==> src/rtl/mcss_pkg.sv <==
// Package for the Markov chain state switcher: widths, request codes, tables,
// and the command/status structs between controller and datapath.
package mcss_pkg;
  localparam int MAX_CHAINS = 8;
  localparam int MAX_STATES = 8;
  localparam int PROB_BITS  = 16;
  localparam int TIME_BITS  = 40;
  localparam int CH_W = $clog2(MAX_CHAINS);
  localparam int ST_W = $clog2(MAX_STATES);
  localparam int CNT_W = 4;
  localparam int PROB_DEPTH = MAX_CHAINS * MAX_STATES * MAX_STATES;
  localparam int TF_DEPTH = MAX_CHAINS * MAX_STATES;
  localparam int PROB_AW = $clog2(PROB_DEPTH);
  localparam int TF_AW = $clog2(TF_DEPTH);
  localparam int LN_W = 16;
  localparam int MS_W = LN_W + 16;
  localparam logic [15:0] LN2_Q10 = 16'd710;
  localparam logic [31:0] LFSR_SEED = 32'd24;
  localparam logic [31:0] LFSR_TAPS = 32'h8020_0003;
  localparam logic [TIME_BITS-1:0] TIME_MAX = '1;

  localparam logic [1:0] REQ_REINIT = 2'd0;
  localparam logic [1:0] REQ_POLL   = 2'd1;
  localparam logic [1:0] REQ_PROB   = 2'd2;
  localparam logic [1:0] REQ_TF     = 2'd3;

  typedef struct packed {
    logic [1:0]           req_type;
    logic [TIME_BITS-1:0] now_us;
    logic [2:0]           chain_sel;
    logic [2:0]           from_state;
    logic [2:0]           to_state;
    logic [15:0]          load_value;
  } req_t;

  typedef struct packed {
    logic [2:0]           switched_chain;
    logic [2:0]           new_state;
    logic [TIME_BITS-1:0] next_deadline_us;
    logic                 last;
  } res_t;

  // controller -> datapath
  typedef struct packed {
    logic          latch_req;
    logic          do_reinit;
    logic          do_load;
    logic          scan_clear;
    logic          scan_step;
    logic          pick;
    logic          lfsr_step;
    logic          read_prob;
    logic          prob_step;
    logic          read_tf;
    logic          ln_calc;
    logic          mul;
    logic          commit;
  } dp_cmd_t;

  // datapath -> controller
  typedef struct packed {
    logic          found;
    logic          scan_done;
    logic          prob_hit;
    logic          prob_done;
    logic          any_left;
  } dp_sts_t;

  function automatic logic [15:0] neg_ln_mant(input logic [7:0] k);
    logic [15:0] t [256];
    t = '{
      710,706,702,698,694,690,686,682,678,674,671,667,663,659,655,651,
      648,644,640,636,633,629,625,622,618,614,611,607,603,600,596,593,
      589,586,582,579,575,572,568,565,561,558,554,551,547,544,541,537,
      534,530,527,524,520,517,514,510,507,504,501,497,494,491,488,484,
      481,478,475,472,469,465,462,459,456,453,450,447,444,441,437,434,
      431,428,425,422,419,416,413,410,407,404,401,398,395,392,390,387,
      384,381,378,375,372,369,366,364,361,358,355,352,349,347,344,341,
      338,335,333,330,327,324,322,319,316,313,311,308,305,303,300,297,
      295,292,289,287,284,281,279,276,273,271,268,266,263,260,258,255,
      253,250,248,245,243,240,238,235,233,230,227,225,223,220,218,215,
      213,210,208,205,203,200,198,196,193,191,188,186,184,181,179,176,
      174,172,169,167,165,162,160,158,155,153,151,148,146,144,141,139,
      137,134,132,130,128,125,123,121,119,116,114,112,110,107,105,103,
      101,99,96,94,92,90,88,85,83,81,79,77,75,73,70,68,
      66,64,62,60,58,55,53,51,49,47,45,43,41,39,37,35,
      33,30,28,26,24,22,20,18,16,14,12,10,8,6,4,2};
    return t[k];
  endfunction
endpackage

==> src/rtl/mcss_ctrl.sv <==
// Controller state machine sequencing requests through the datapath.
// Depends on mcss_pkg.
module mcss_ctrl (
  input  logic              clk,
  input  logic              rst,
  input  logic              in_valid,
  output logic              in_ready,
  input  logic [1:0]        req_type,
  output logic              out_valid,
  input  logic              out_ready,
  output logic              out_last,
  output mcss_pkg::dp_cmd_t cmd,
  input  mcss_pkg::dp_sts_t sts
);
  localparam logic [3:0] S_IDLE = 4'd0, S_DEC = 4'd1, S_SCAN = 4'd2,
    S_CHK = 4'd3, S_DRAW = 4'd4, S_PRD = 4'd5, S_PST = 4'd6, S_DRAW2 = 4'd7,
    S_LN = 4'd8, S_MUL = 4'd9, S_COM = 4'd10, S_OUT = 4'd11, S_RESCAN = 4'd12;

  logic [3:0] state, state_next;
  logic [1:0] rt;
  logic       hit;

  assign in_ready = (state == S_IDLE);

  always_comb begin
    cmd = '0;
    state_next = state;
    unique case (state)
      S_IDLE: if (in_valid) begin
        cmd.latch_req = 1'b1;
        state_next = S_DEC;
      end
      S_DEC: begin
        if (rt == mcss_pkg::REQ_REINIT) begin
          cmd.do_reinit = 1'b1;
          state_next = S_IDLE;
        end else if (rt == mcss_pkg::REQ_POLL) begin
          cmd.scan_clear = 1'b1;
          state_next = S_SCAN;
        end else begin
          cmd.do_load = 1'b1;
          state_next = S_IDLE;
        end
      end
      S_SCAN: begin
        cmd.scan_step = 1'b1;
        if (sts.scan_done) state_next = S_CHK;
      end
      S_CHK: begin
        if (sts.found) begin
          cmd.pick = 1'b1;
          state_next = S_DRAW;
        end else begin
          state_next = S_IDLE;
        end
      end
      S_DRAW: begin
        cmd.lfsr_step = 1'b1;
        state_next = S_PRD;
      end
      S_PRD: state_next = S_PST;
      S_PST: begin
        if (hit) state_next = S_DRAW2;
        else begin
          cmd.prob_step = 1'b1;
          if (sts.prob_hit || sts.prob_done) state_next = S_DRAW2;
          else state_next = S_PRD;
        end
      end
      S_DRAW2: begin
        cmd.lfsr_step = 1'b1;
        state_next = S_LN;
      end
      S_LN: begin
        cmd.ln_calc = 1'b1;
        state_next = S_MUL;
      end
      S_MUL: begin
        cmd.mul = 1'b1;
        state_next = S_COM;
      end
      S_COM: begin
        cmd.commit = 1'b1;
        cmd.scan_clear = 1'b1;
        state_next = S_RESCAN;
      end
      S_RESCAN: begin
        cmd.scan_step = 1'b1;
        if (sts.scan_done) state_next = S_OUT;
      end
      S_OUT: if (out_ready) begin
        if (sts.found) begin
          cmd.pick = 1'b1;
          state_next = S_DRAW;
        end else state_next = S_IDLE;
      end
      default: state_next = S_IDLE;
    endcase
  end

  assign out_valid = (state == S_OUT);
  assign out_last = !sts.found;

  always_ff @(posedge clk) begin
    if (rst) begin
      state <= S_IDLE;
      hit <= 1'b0;
    end else begin
      state <= state_next;
      if (cmd.latch_req) rt <= req_type;
      if (cmd.pick) hit <= 1'b0;
      if (cmd.prob_step && sts.prob_hit) hit <= 1'b1;
    end
  end
endmodule

==> config.mk <==
export PLATFORM = sky130hd
export DESIGN_NAME = mcss_ctrl
export DESIGN_NICKNAME = d
export VERILOG_FILES = /design/src/rtl/mcss_pkg.sv /design/src/rtl/mcss_ctrl.sv
export SDC_FILE = /design/constraint.sdc
export NUM_CORES = 1
export LEC_CHECK = 0
export ABC_AREA = 1
export BUFFER_PORTS_ARGS = -buffer_cell sky130_fd_sc_hd__buf_2
export CORE_ASPECT_RATIO = 0.8
export CORE_MARGIN = 1.5
export CORE_UTILIZATION = 28
export CTS_BUF_LIST = sky130_fd_sc_hd__clkbuf_8
export DETAILED_ROUTE_END_ITERATION = 7
export GPL_TIMING_DRIVEN = 0
export MAX_ROUTING_LAYER = met4
export PLACE_DENSITY = 0.57
export SYNTH_ARGS = -nofsm -noshare
export SYNTH_HDL_FRONTEND = slang
export SYNTH_SLANG_ARGS = --single-unit
export TNS_END_PERCENT = 10
==> constraint.sdc <==
create_clock -name clk -period 2.6 [get_ports clk]
set_input_delay 0.52 -clock clk [delete_from_list [all_inputs] [get_ports clk]]
set_output_delay 0.52 -clock clk [all_outputs]
set_load 0.02 [all_outputs]
==> summary.md, run 1 <==
| Metric | Value |
|---|---|
| Register-to-register setup slack | 1130 ps |
| Most frequent cells in the layout | sky130_fd_sc_hd__nand2_1, sky130_fd_sc_hd__buf_2, sky130_fd_sc_hd__inv_1 |
| Crit-path max FO | 7 |
| Avg Inst Size Synth | 6.050 um^2 |
| Hold Path Cell Cnt | 1 |
| Post-synthesis cell area | 550.5 um^2 |
| Multi-input logic area | 311.5 um^2 |
| Final net count | 131 |
| Standard cell with the maximum stage delay on the critical path | sky130_fd_sc_hd__dfxtp_1 |
| Largest voltage drop on the vdd net | 0.4473 mV |
| Max Cap Violations | 0 |
| ANT cells | 0 |
| Crit path DAT | 1470 ps |
| CP delay by family, top | simple AND/OR/NAND/NOR gates |
| GR Util All Layers | 12.69% |
| Data required time at the worst endpoint | 2080 ps |
| Number of buffers created by CTS | 3 |
| Setup-violating endpoint count in the final report | 0 |
| Sink of the worst hold path | rt[0]$_DFFE_PP_ |
| Setup Total Neg Slack | 0 ps |
| CTS sink cnt | 7 |
| Area share of the largest cell type after synthesis | 18.18% |
| DRC violation total after the first TritonRoute iteration | 5 |
| Slew Viols, Final | 0 |
| Hold Fails Final Rpt | 0 |
| Global placer's final weighted congestion | 0.7717 |
| Sequential cell area in the final layout | 160.2 um^2 |
| Final-layout fill cell count | 208 |
| Routed vias/inst | 4.266 |
| Top Ports | 27 |
| Peak per-stage delay on the critical path | 380 ps |
| Achievable frequency | 501.8 MHz |
| Core occupancy in the finished layout | 39.72% |
| Half-perimeter wire length after detailed placement | 1073 um |
| Minimum clock period after layout | 1993 ps |
| Endpoint of the worst register-to-register path | rt[1]$_DFFE_PP_ |
| Max H-tree Level | 1 |
| X dimension of the die | 52.58 um |
| Cell depth of the worst flop-to-flop path | 5 |
| Area growth from synthesis to layout | 35.23% |
| Pre-Repair DR Iteration Count | 4 |
| Clock Skew | 1.462 ps |
| Setup Crit Path Kind | reg2out |
| Remaining DRCs | 0 |
| Total power density per cell area | 449.5 nW/um^2 |
| Seq/Total Area, Yosys | 29.09% |
| Number of rows in the core area | 14 |
| Via count of the first global-routing pass | 512 |
| Pin count of the biggest net entering global routing | 8 |
| Wire length of the first global-routing pass | 2001 um |
| Input/output buffers | 23 |
| Synth Register Bits | 7 |
| Die span in y | 42.66 um |
| Setup fix buffers added after clock tree synthesis | 0 |
| Critical hold path startpoint | req_type[0] |
| Unrepaired setup endpoints after global routing | no |
| Post-route ant nets | 0 |
| Clock transition at path regs | 40 ps |
| Synth area leaders | sky130_fd_sc_hd__dfxtp_1, sky130_fd_sc_hd__nand2_1, sky130_fd_sc_hd__inv_1 |
| Crit. End Element | output pin |
| Leftover overflow at the end of global routing | 0 |
| Clock Tree Buf Depth | 2 |
| Routed vias | 610 |
| Starting density of the core | 29.37% |
| Final Routed Wirelength | 1233 um |
| Fraction of layout cells with a size suffix above 1 | 33.61% |
| Nature of the critical path startpoint | register |
| Worst min-delay path class | in2reg |
| Number of warnings printed during yosys synthesis | 0 |
| Average wire per cell in the routed design | 8.622 um |
| Overall die area | 2243 um^2 |
| Dominant cell type by area after synthesis | sky130_fd_sc_hd__dfxtp_1 |
| Run status | complete, no violations |
| Clock latency at the later pin of the worst-skew pair | 230 ps |
| Synthesized instance count | 91 |
| CTS tree | yes |
| Number of antenna violations at the first check in global routing | 0 |
| Cell-by-cell listing of the critical path | nor2_2 -> inv_1 -> nor3_1 -> inv_1 -> nor3_1 -> buf_2 |
| Worst path buffer plus inverter count | 3 |
| Placeable core area | 1874 um^2 |
| Library cells used by synthesis | 18 |
| Share of the clock period used by the worst path | 76.65% |
| CTS root buffer | sky130_fd_sc_hd__clkbuf_8 |
| Quantity of gates resized following cts | 0 |
| Static Leak | 0.4520 nW |
| Hold-fix buffer count after cts | 0 |
| Startpoint of the lowest-slack register-to-register path | state[3]$_SDFFE_PP0P_ |
-- cells in the mapped netlist (all sizes together) --
library cell   n
o21ai          1
nand3          6
nor2          15
buf            2
a21oi          7
inv           18
edfxtp         2
nand4          1
dfxtp          5
nor3           4
nand2         28
conb           1
o21bai         1
-- registers in the layout, summed over array words and instances (netlist names) --
| name | count |
|---|---|
| rt | 2 |
| hit | 1 |
| state | 4 |
-- how the worst max path moves through the flow --
| stage | depth (start not counted) | end | start | slack [ps] |
|---|---|---|---|---|
| after floorplan | 5 | cmd[12] | state[3]$_SDFFE_PP0P_ | 760 |
| after global placement | 6 | cmd[11] | state[3]$_SDFFE_PP0P_ | 880 |
| after detailed placement | 6 | cmd[11] | state[3]$_SDFFE_PP0P_ | 830 |
| after CTS | 6 | cmd[11] | state[3]$_SDFFE_PP0P_ | 580 |
| after global routing | 6 | cmd[11] | state[3]$_SDFFE_PP0P_ | 480 |
| final | 6 | cmd[11] | state[3]$_SDFFE_PP0P_ | 610 |
-- per-layer routing --
metal / vias to the layer above / routed length [um] / global-route usage [%]
met5: - / 0 / -
met4: 0 / 17 / 4.615
met3: 4 / 85 / 6.338
met2: 13 / 587 / 19.50
met1: 262 / 542 / 14.10
li1: 331 / - / -
-- stage by stage --
stage          setup slack [ps]  hold slack (ps)  cell area [um^2]  total power [mW]  instances
6_report                  607.1            465.5             744.5            0.3346        143
5_1_grt                   478.4            468.3             744.5            0.3528        143
4_1_cts                   583.6            463.2             744.5            0.3395        143
3_5_place_dp              833.1            474.1             699.4            0.1877        139
3_3_place_gp              881.6            461.8             699.4            0.1864        139
2_1_floorplan             757.8            447.2             554.3            0.1664         92
-- area by class of cell --
| cell class | count | area share [%] |
|---|---|---|
| clock inverter | 1 | 0.5042 |
| timing repair buffer | 23 | 15.46 |
| buffer | 2 | 2.017 |
| tap | 24 | 4.034 |
| inverter | 18 | 9.076 |
| clock buffer | 3 | 5.546 |
| sequential | 7 | 21.51 |
| multi-input combinational | 65 | 41.85 |
-- report_power, final --
group	total (mW)	internal (mW)	switching (mW)
Clock	0.149	0.102	0.0473
Sequential	0.122	0.117	0.00458
Combinational	0.0636	0.0232	0.0404
-- kinds of logic (layout without fill, tap and decap cells) --
| kind of cell | Yosys count | in the layout | share of synthesized area, % |
|---|---|---|---|
| flops | 7 | 7 | 29.09 |
| compound gates | 9 | 9 | 9.318 |
| simple gates | 54 | 54 | 45.91 |
| buf+inv | 20 | 47 | 15.00 |
| other cells | 1 | 2 | 0.6812 |
Power figures use the tool's default switching activity.
==> inputs of run 2 (changes only) <==
Clock period 2.6 ns to 1.94 ns, I/O delays scaled along.
==> summary.md, run 2 (synthesis gave the netlist of run 1 again) <==
| Metric | Value |
|---|---|
| Run status | complete, no violations |
| Pin count of the biggest net entering global routing | 8 |
| X dimension of the die | 52.58 um |
| Setup WS pre-CTS | 305.1 ps |
| Average wire per cell in the routed design | 8.636 um |
| Die span in y | 42.66 um |
| Post-route ant nets | 0 |
| Worst min-delay path class | in2reg |
| Placed cell areas | 699.4 um^2 |
| CTS root buffer | sky130_fd_sc_hd__clkbuf_8 |
| Max H-tree Level | 1 |
| GR Util All Layers | 12.69% |
| Number of antenna violations at the first check in global routing | 0 |
| Setup Crit Path Kind | reg2out |
| Area growth from synthesis to layout | 36.14% |
| Final-layout fill cell count | 207 |
| Total power density per cell area | 598.8 nW/um^2 |
| Largest voltage drop on the vdd net | 0.5710 mV |
| Clock Tree Buf Depth | 2 |
| Share of the clock period used by the worst path | 93.37% |
| Placeable core area | 1874 um^2 |
| Routed vias | 613 |
| Hold Fails Final Rpt | 0 |
| Number of buffers created by CTS | 3 |
| Core occupancy in the finished layout | 39.99% |
| Crit path DAT | 1420 ps |
| Top Ports | 27 |
| Half-perimeter wire length after detailed placement | 1073 um |
| Placed cell count | 139 |
| Top flop regs | state: 4 flops, rt: 2 flops, hit: 1 flops |
| Clock transition at path regs | 40 ps |
| Multi-input logic area | 316.6 um^2 |
| Most frequent cells in the layout | sky130_fd_sc_hd__nand2_1, sky130_fd_sc_hd__buf_2, sky130_fd_sc_hd__inv_1 |
| Clock latency at the later pin of the worst-skew pair | 230 ps |
| Input/output buffers | 23 |
| Crit-path max FO | 7 |
| Crit. End Element | output pin |
| Final net count | 131 |
| Remaining DRCs | 0 |
| Starting density of the core | 29.37% |
| Pre-Repair DR Iteration Count | 3 |
| CTS sink cnt | 7 |
| Routed vias/inst | 4.287 |
| Fraction of layout cells with a size suffix above 1 | 33.61% |
| Sequential cell area in the final layout | 160.2 um^2 |
| Final Routed Wirelength | 1235 um |
| Register bank with the most flops | state |
| Via count of the first global-routing pass | 512 |
| ANT cells | 0 |
| Unrepaired setup endpoints after global routing | no |
| Number of rows in the core area | 14 |
| Slew Viols, Final | 0 |
| Global placer's final weighted congestion | 0.7717 |
| Static Leak | 0.4543 nW |
| Data required time at the worst endpoint | 1550 ps |
| Final instance area | 749.5 um^2 |
| PnR worst setup slack | 128.7 ps |
| DRC violation total after the first TritonRoute iteration | 5 |
| Setup-violating endpoint count in the final report | 0 |
| Setup Total Neg Slack | 0 ps |
| Wire length of the first global-routing pass | 2001 um |
| CTS tree | yes |
| Achievable frequency | 552.1 MHz |
| Nature of the critical path startpoint | register |
| Minimum clock period after layout | 1811 ps |
| Flip-flop count of the largest register, all copies and words added | 4 |
| Max Cap Violations | 0 |
| Leftover overflow at the end of global routing | 0 |
| Overall die area | 2243 um^2 |
| Clock Skew | 1.570 ps |
| Non-filler cells, final | 143 |
==> run 2: final timing paths <==
check,cells past startpoint,to,slack (ps),start
setup / recovery,6,cmd[11],130,state[3]$_SDFFE_PP0P_
hold / removal,1,rt[0]$_DFFE_PP_,330,req_type[0]
setup reg to reg,5,rt[1]$_DFFE_PP_,520,state[3]$_SDFFE_PP0P_
hold reg to reg,2,hit$_SDFFE_PP0P_,480,hit$_SDFFE_PP0P_
==> run 2: timing repair <==
action / CTS / global route
setup buffers: 0 / 0
hold buffers: 0 / 0
setup endpoints to repair: 0 / 1
gates resized for setup: 0 / 1
==> run 2: power by group <==
part           switching, mW  internal [mW]
combinational         0.0542         0.0311
clock                 0.0637          0.137
sequential           0.00619          0.157
==> run 2: worst max-delay path: stages, from the launching register on <==
cell and delay, ps:
sky130_fd_sc_hd__dfxtp_1 390, sky130_fd_sc_hd__nor2_4 190, sky130_fd_sc_hd__inv_1 70, sky130_fd_sc_hd__nor3_1 160, sky130_fd_sc_hd__inv_1 80, sky130_fd_sc_hd__nor3_1 120, sky130_fd_sc_hd__buf_2 180
==> run 2: metrics by stage <==
stage | power, mW | hold WS [ps]
5_1_grt | 0.4730 | 336.3
3_5_place_dp | 0.2515 | 474.1
6_report | 0.4488 | 333.2
4_1_cts | 0.4550 | 331.2
3_3_place_gp | 0.2498 | 461.8
2_1_floorplan | 0.2230 | 447.2
==> run 2: final cells by class <==
cell class / count / area share (%)
inverters: 18 / 9.015
clock inverters: 1 / 0.5008
plain buffers: 2 / 2.003
multi-input cells: 65 / 42.24
well taps: 24 / 4.007
flip-flops and latches: 7 / 21.37
clock buffers: 3 / 5.509
repair buffers: 23 / 15.36
==> run 2: per-layer routing <==
metal | GRT usage, % | vias up | part of all wire, %
li1 | - | 331 | -
met1 | 14.10 | 267 | 44
met2 | 19.50 | 11 | 48
met3 | 6.338 | 4 | 6.5
met4 | 4.615 | 0 | 1.4
met5 | - | - | 0
==> inputs of run 3 (changes only) <==
Settings changed: CORE_ASPECT_RATIO 0.8 to 1.25.
==> summary.md, run 3 (synthesis gave the netlist of run 1 again) <==
| Metric | Value |
|---|---|
| Setup fix buffers added after clock tree synthesis | 0 |
| PnR worst setup slack | 141.8 ps |
| DRC violation total after the first TritonRoute iteration | 9 |
| Routed vias/inst | 4.406 |
| Average wire per cell in the routed design | 9.283 um |
| Minimum clock period after layout | 1798 ps |
| Max H-tree Level | 1 |
| Remaining DRCs | 0 |
| Post-route worst hold slack | 338.5 ps |
| Slew Viols, Final | 0 |
| Crit-path max FO | 7 |
| Clock latency at the later pin of the worst-skew pair | 220 ps |
| Cell-by-cell listing of the critical path | nor2_4 -> inv_1 -> nor3_1 -> inv_1 -> nor3_1 -> buf_2 |
| Input/output buffers | 23 |
| Setup-violating endpoint count in the final report | 0 |
| Register bank with the most flops | state |
| Unrepaired setup endpoints after global routing | no |
| Number of buffers created by CTS | 3 |
| Top Ports | 27 |
| Setup Total Neg Slack | 0 ps |
| Quantity of gates resized following cts | 0 |
| Standard cell with the maximum stage delay on the critical path | sky130_fd_sc_hd__dfxtp_1 |
| Pin count of the biggest net entering global routing | 8 |
| Peak per-stage delay on the critical path | 400 ps |
| Largest voltage drop on the vdd net | 0.3785 mV |
| Nature of the critical path startpoint | register |
| Worst path buffer plus inverter count | 3 |
| Clock transition at path regs | 40 ps |
| Placed cell count | 134 |
| X dimension of the die | 42.66 um |
| Half-perimeter wire length after detailed placement | 1074 um |
| Core occupancy in the finished layout | 41.11% |
| Run status | complete, no violations |
| Setup Crit Path Kind | reg2out |
| WL met1 | 562 um |
| Via count of the first global-routing pass | 538 |
| Leftover overflow at the end of global routing | 0 |
| Routed vias | 608 |
| Clock Tree Buf Depth | 2 |
| Share of the clock period used by the worst path | 92.69% |
| Placeable core area | 1808 um^2 |
| Number of rows in the core area | 17 |
| Placed cell areas | 693.2 um^2 |
| Total design power | 0.4444 mW |
| Met2 layer wire length in the routed design | 667 um |
| GR Util All Layers | 13.35% |
| Setup WS pre-CTS | 336.5 ps |
| CTS root buffer | sky130_fd_sc_hd__clkbuf_8 |
| Final-layout fill cell count | 189 |
| Crit path DAT | 1410 ps |
| Total power density per cell area | 597.9 nW/um^2 |
| Die span in y | 52.58 um |
| Flip-flop count of the largest register, all copies and words added | 4 |
| Achievable frequency | 556.1 MHz |
| Data required time at the worst endpoint | 1550 ps |
| Post-route ant nets | 0 |
| CTS tree | yes |
| Final Routed Wirelength | 1281 um |
| Starting density of the core | 30.45% |
| CTS sink cnt | 7 |
| Sequential cell area in the final layout | 160.2 um^2 |
| Crit. End Element | output pin |
| Fraction of layout cells with a size suffix above 1 | 33.61% |
| Hold Fails Final Rpt | 0 |
| Most frequent cells in the layout | sky130_fd_sc_hd__nand2_1, sky130_fd_sc_hd__buf_2, sky130_fd_sc_hd__inv_1 |
| Met3 wirelength from detailed routing | 35 um |
| Overall die area | 2243 um^2 |
| Non-filler cells, final | 138 |
| Max Cap Violations | 0 |
| Static Leak | 0.4543 nW |
| Final net count | 131 |
| Worst min-delay path class | in2reg |
| Final instance area | 743.2 um^2 |
| Global placer's final weighted congestion | 0.7476 |
| Area growth from synthesis to layout | 35.00% |
| Uppermost layer routed | met4 |
| Clock Skew | 0.9955 ps |
| Pre-Repair DR Iteration Count | 4 |
| Hold-fix buffer count after cts | 0 |
| ANT cells | 0 |
| Number of antenna violations at the first check in global routing | 0 |
| Multi-input logic area | 316.6 um^2 |
| Wire length of the first global-routing pass | 2166 um |
| CP delay by family, top | simple AND/OR/NAND/NOR gates |
| Top flop regs | state: 4 flops, rt: 2 flops, hit: 1 flops |
==> run 3: cell counts in the layout (fill, tap and decap cells not counted) <==
No cell type changed its count.
==> run 3: layer usage <==
layer,GRT usage [%],vias up
met2,20.20,10
met1,15.90,267
met5,-,-
met3,1.379,2
li1,-,329
met4,10.94,0
==> run 3: worst reg2reg max path, cell delays in order (launching register included) <==
cell                      delay, ps
sky130_fd_sc_hd__dfxtp_1        400
sky130_fd_sc_hd__nor2_4         190
sky130_fd_sc_hd__inv_1           70
sky130_fd_sc_hd__nor2_1         120
sky130_fd_sc_hd__inv_1           70
sky130_fd_sc_hd__nor3_1         250
==> run 3: where the power goes <==
| group | internal, mW | total, mW | switching (mW) |
|---|---|---|---|
| Sequential | 0.157 | 0.163 | 0.00645 |
| Clock | 0.136 | 0.196 | 0.0593 |
| Combinational | 0.0311 | 0.0853 | 0.0542 |
==> run 3: layout make-up <==
type,count,share of cell area [%]
multi-input cells,65,42.59
flip-flops and latches,7,21.55
repair buffers,23,15.49
inverters,18,9.091
clock buffers,3,5.556
well taps,19,3.199
plain buffers,2,2.020
clock inverters,1,0.5051
==> run 3: worst paths after layout <==
kind	depth (start not counted)	from	slack [ps]	endpoint
worst min-delay path	1	req_type[0]	340	rt[0]$_DFFE_PP_
worst min register to register	2	hit$_SDFFE_PP0P_	480	hit$_SDFFE_PP0P_
worst max-delay path	6	state[3]$_SDFFE_PP0P_	140	cmd[11]
worst max register to register	5	state[3]$_SDFFE_PP0P_	520	rt[1]$_DFFE_PP_
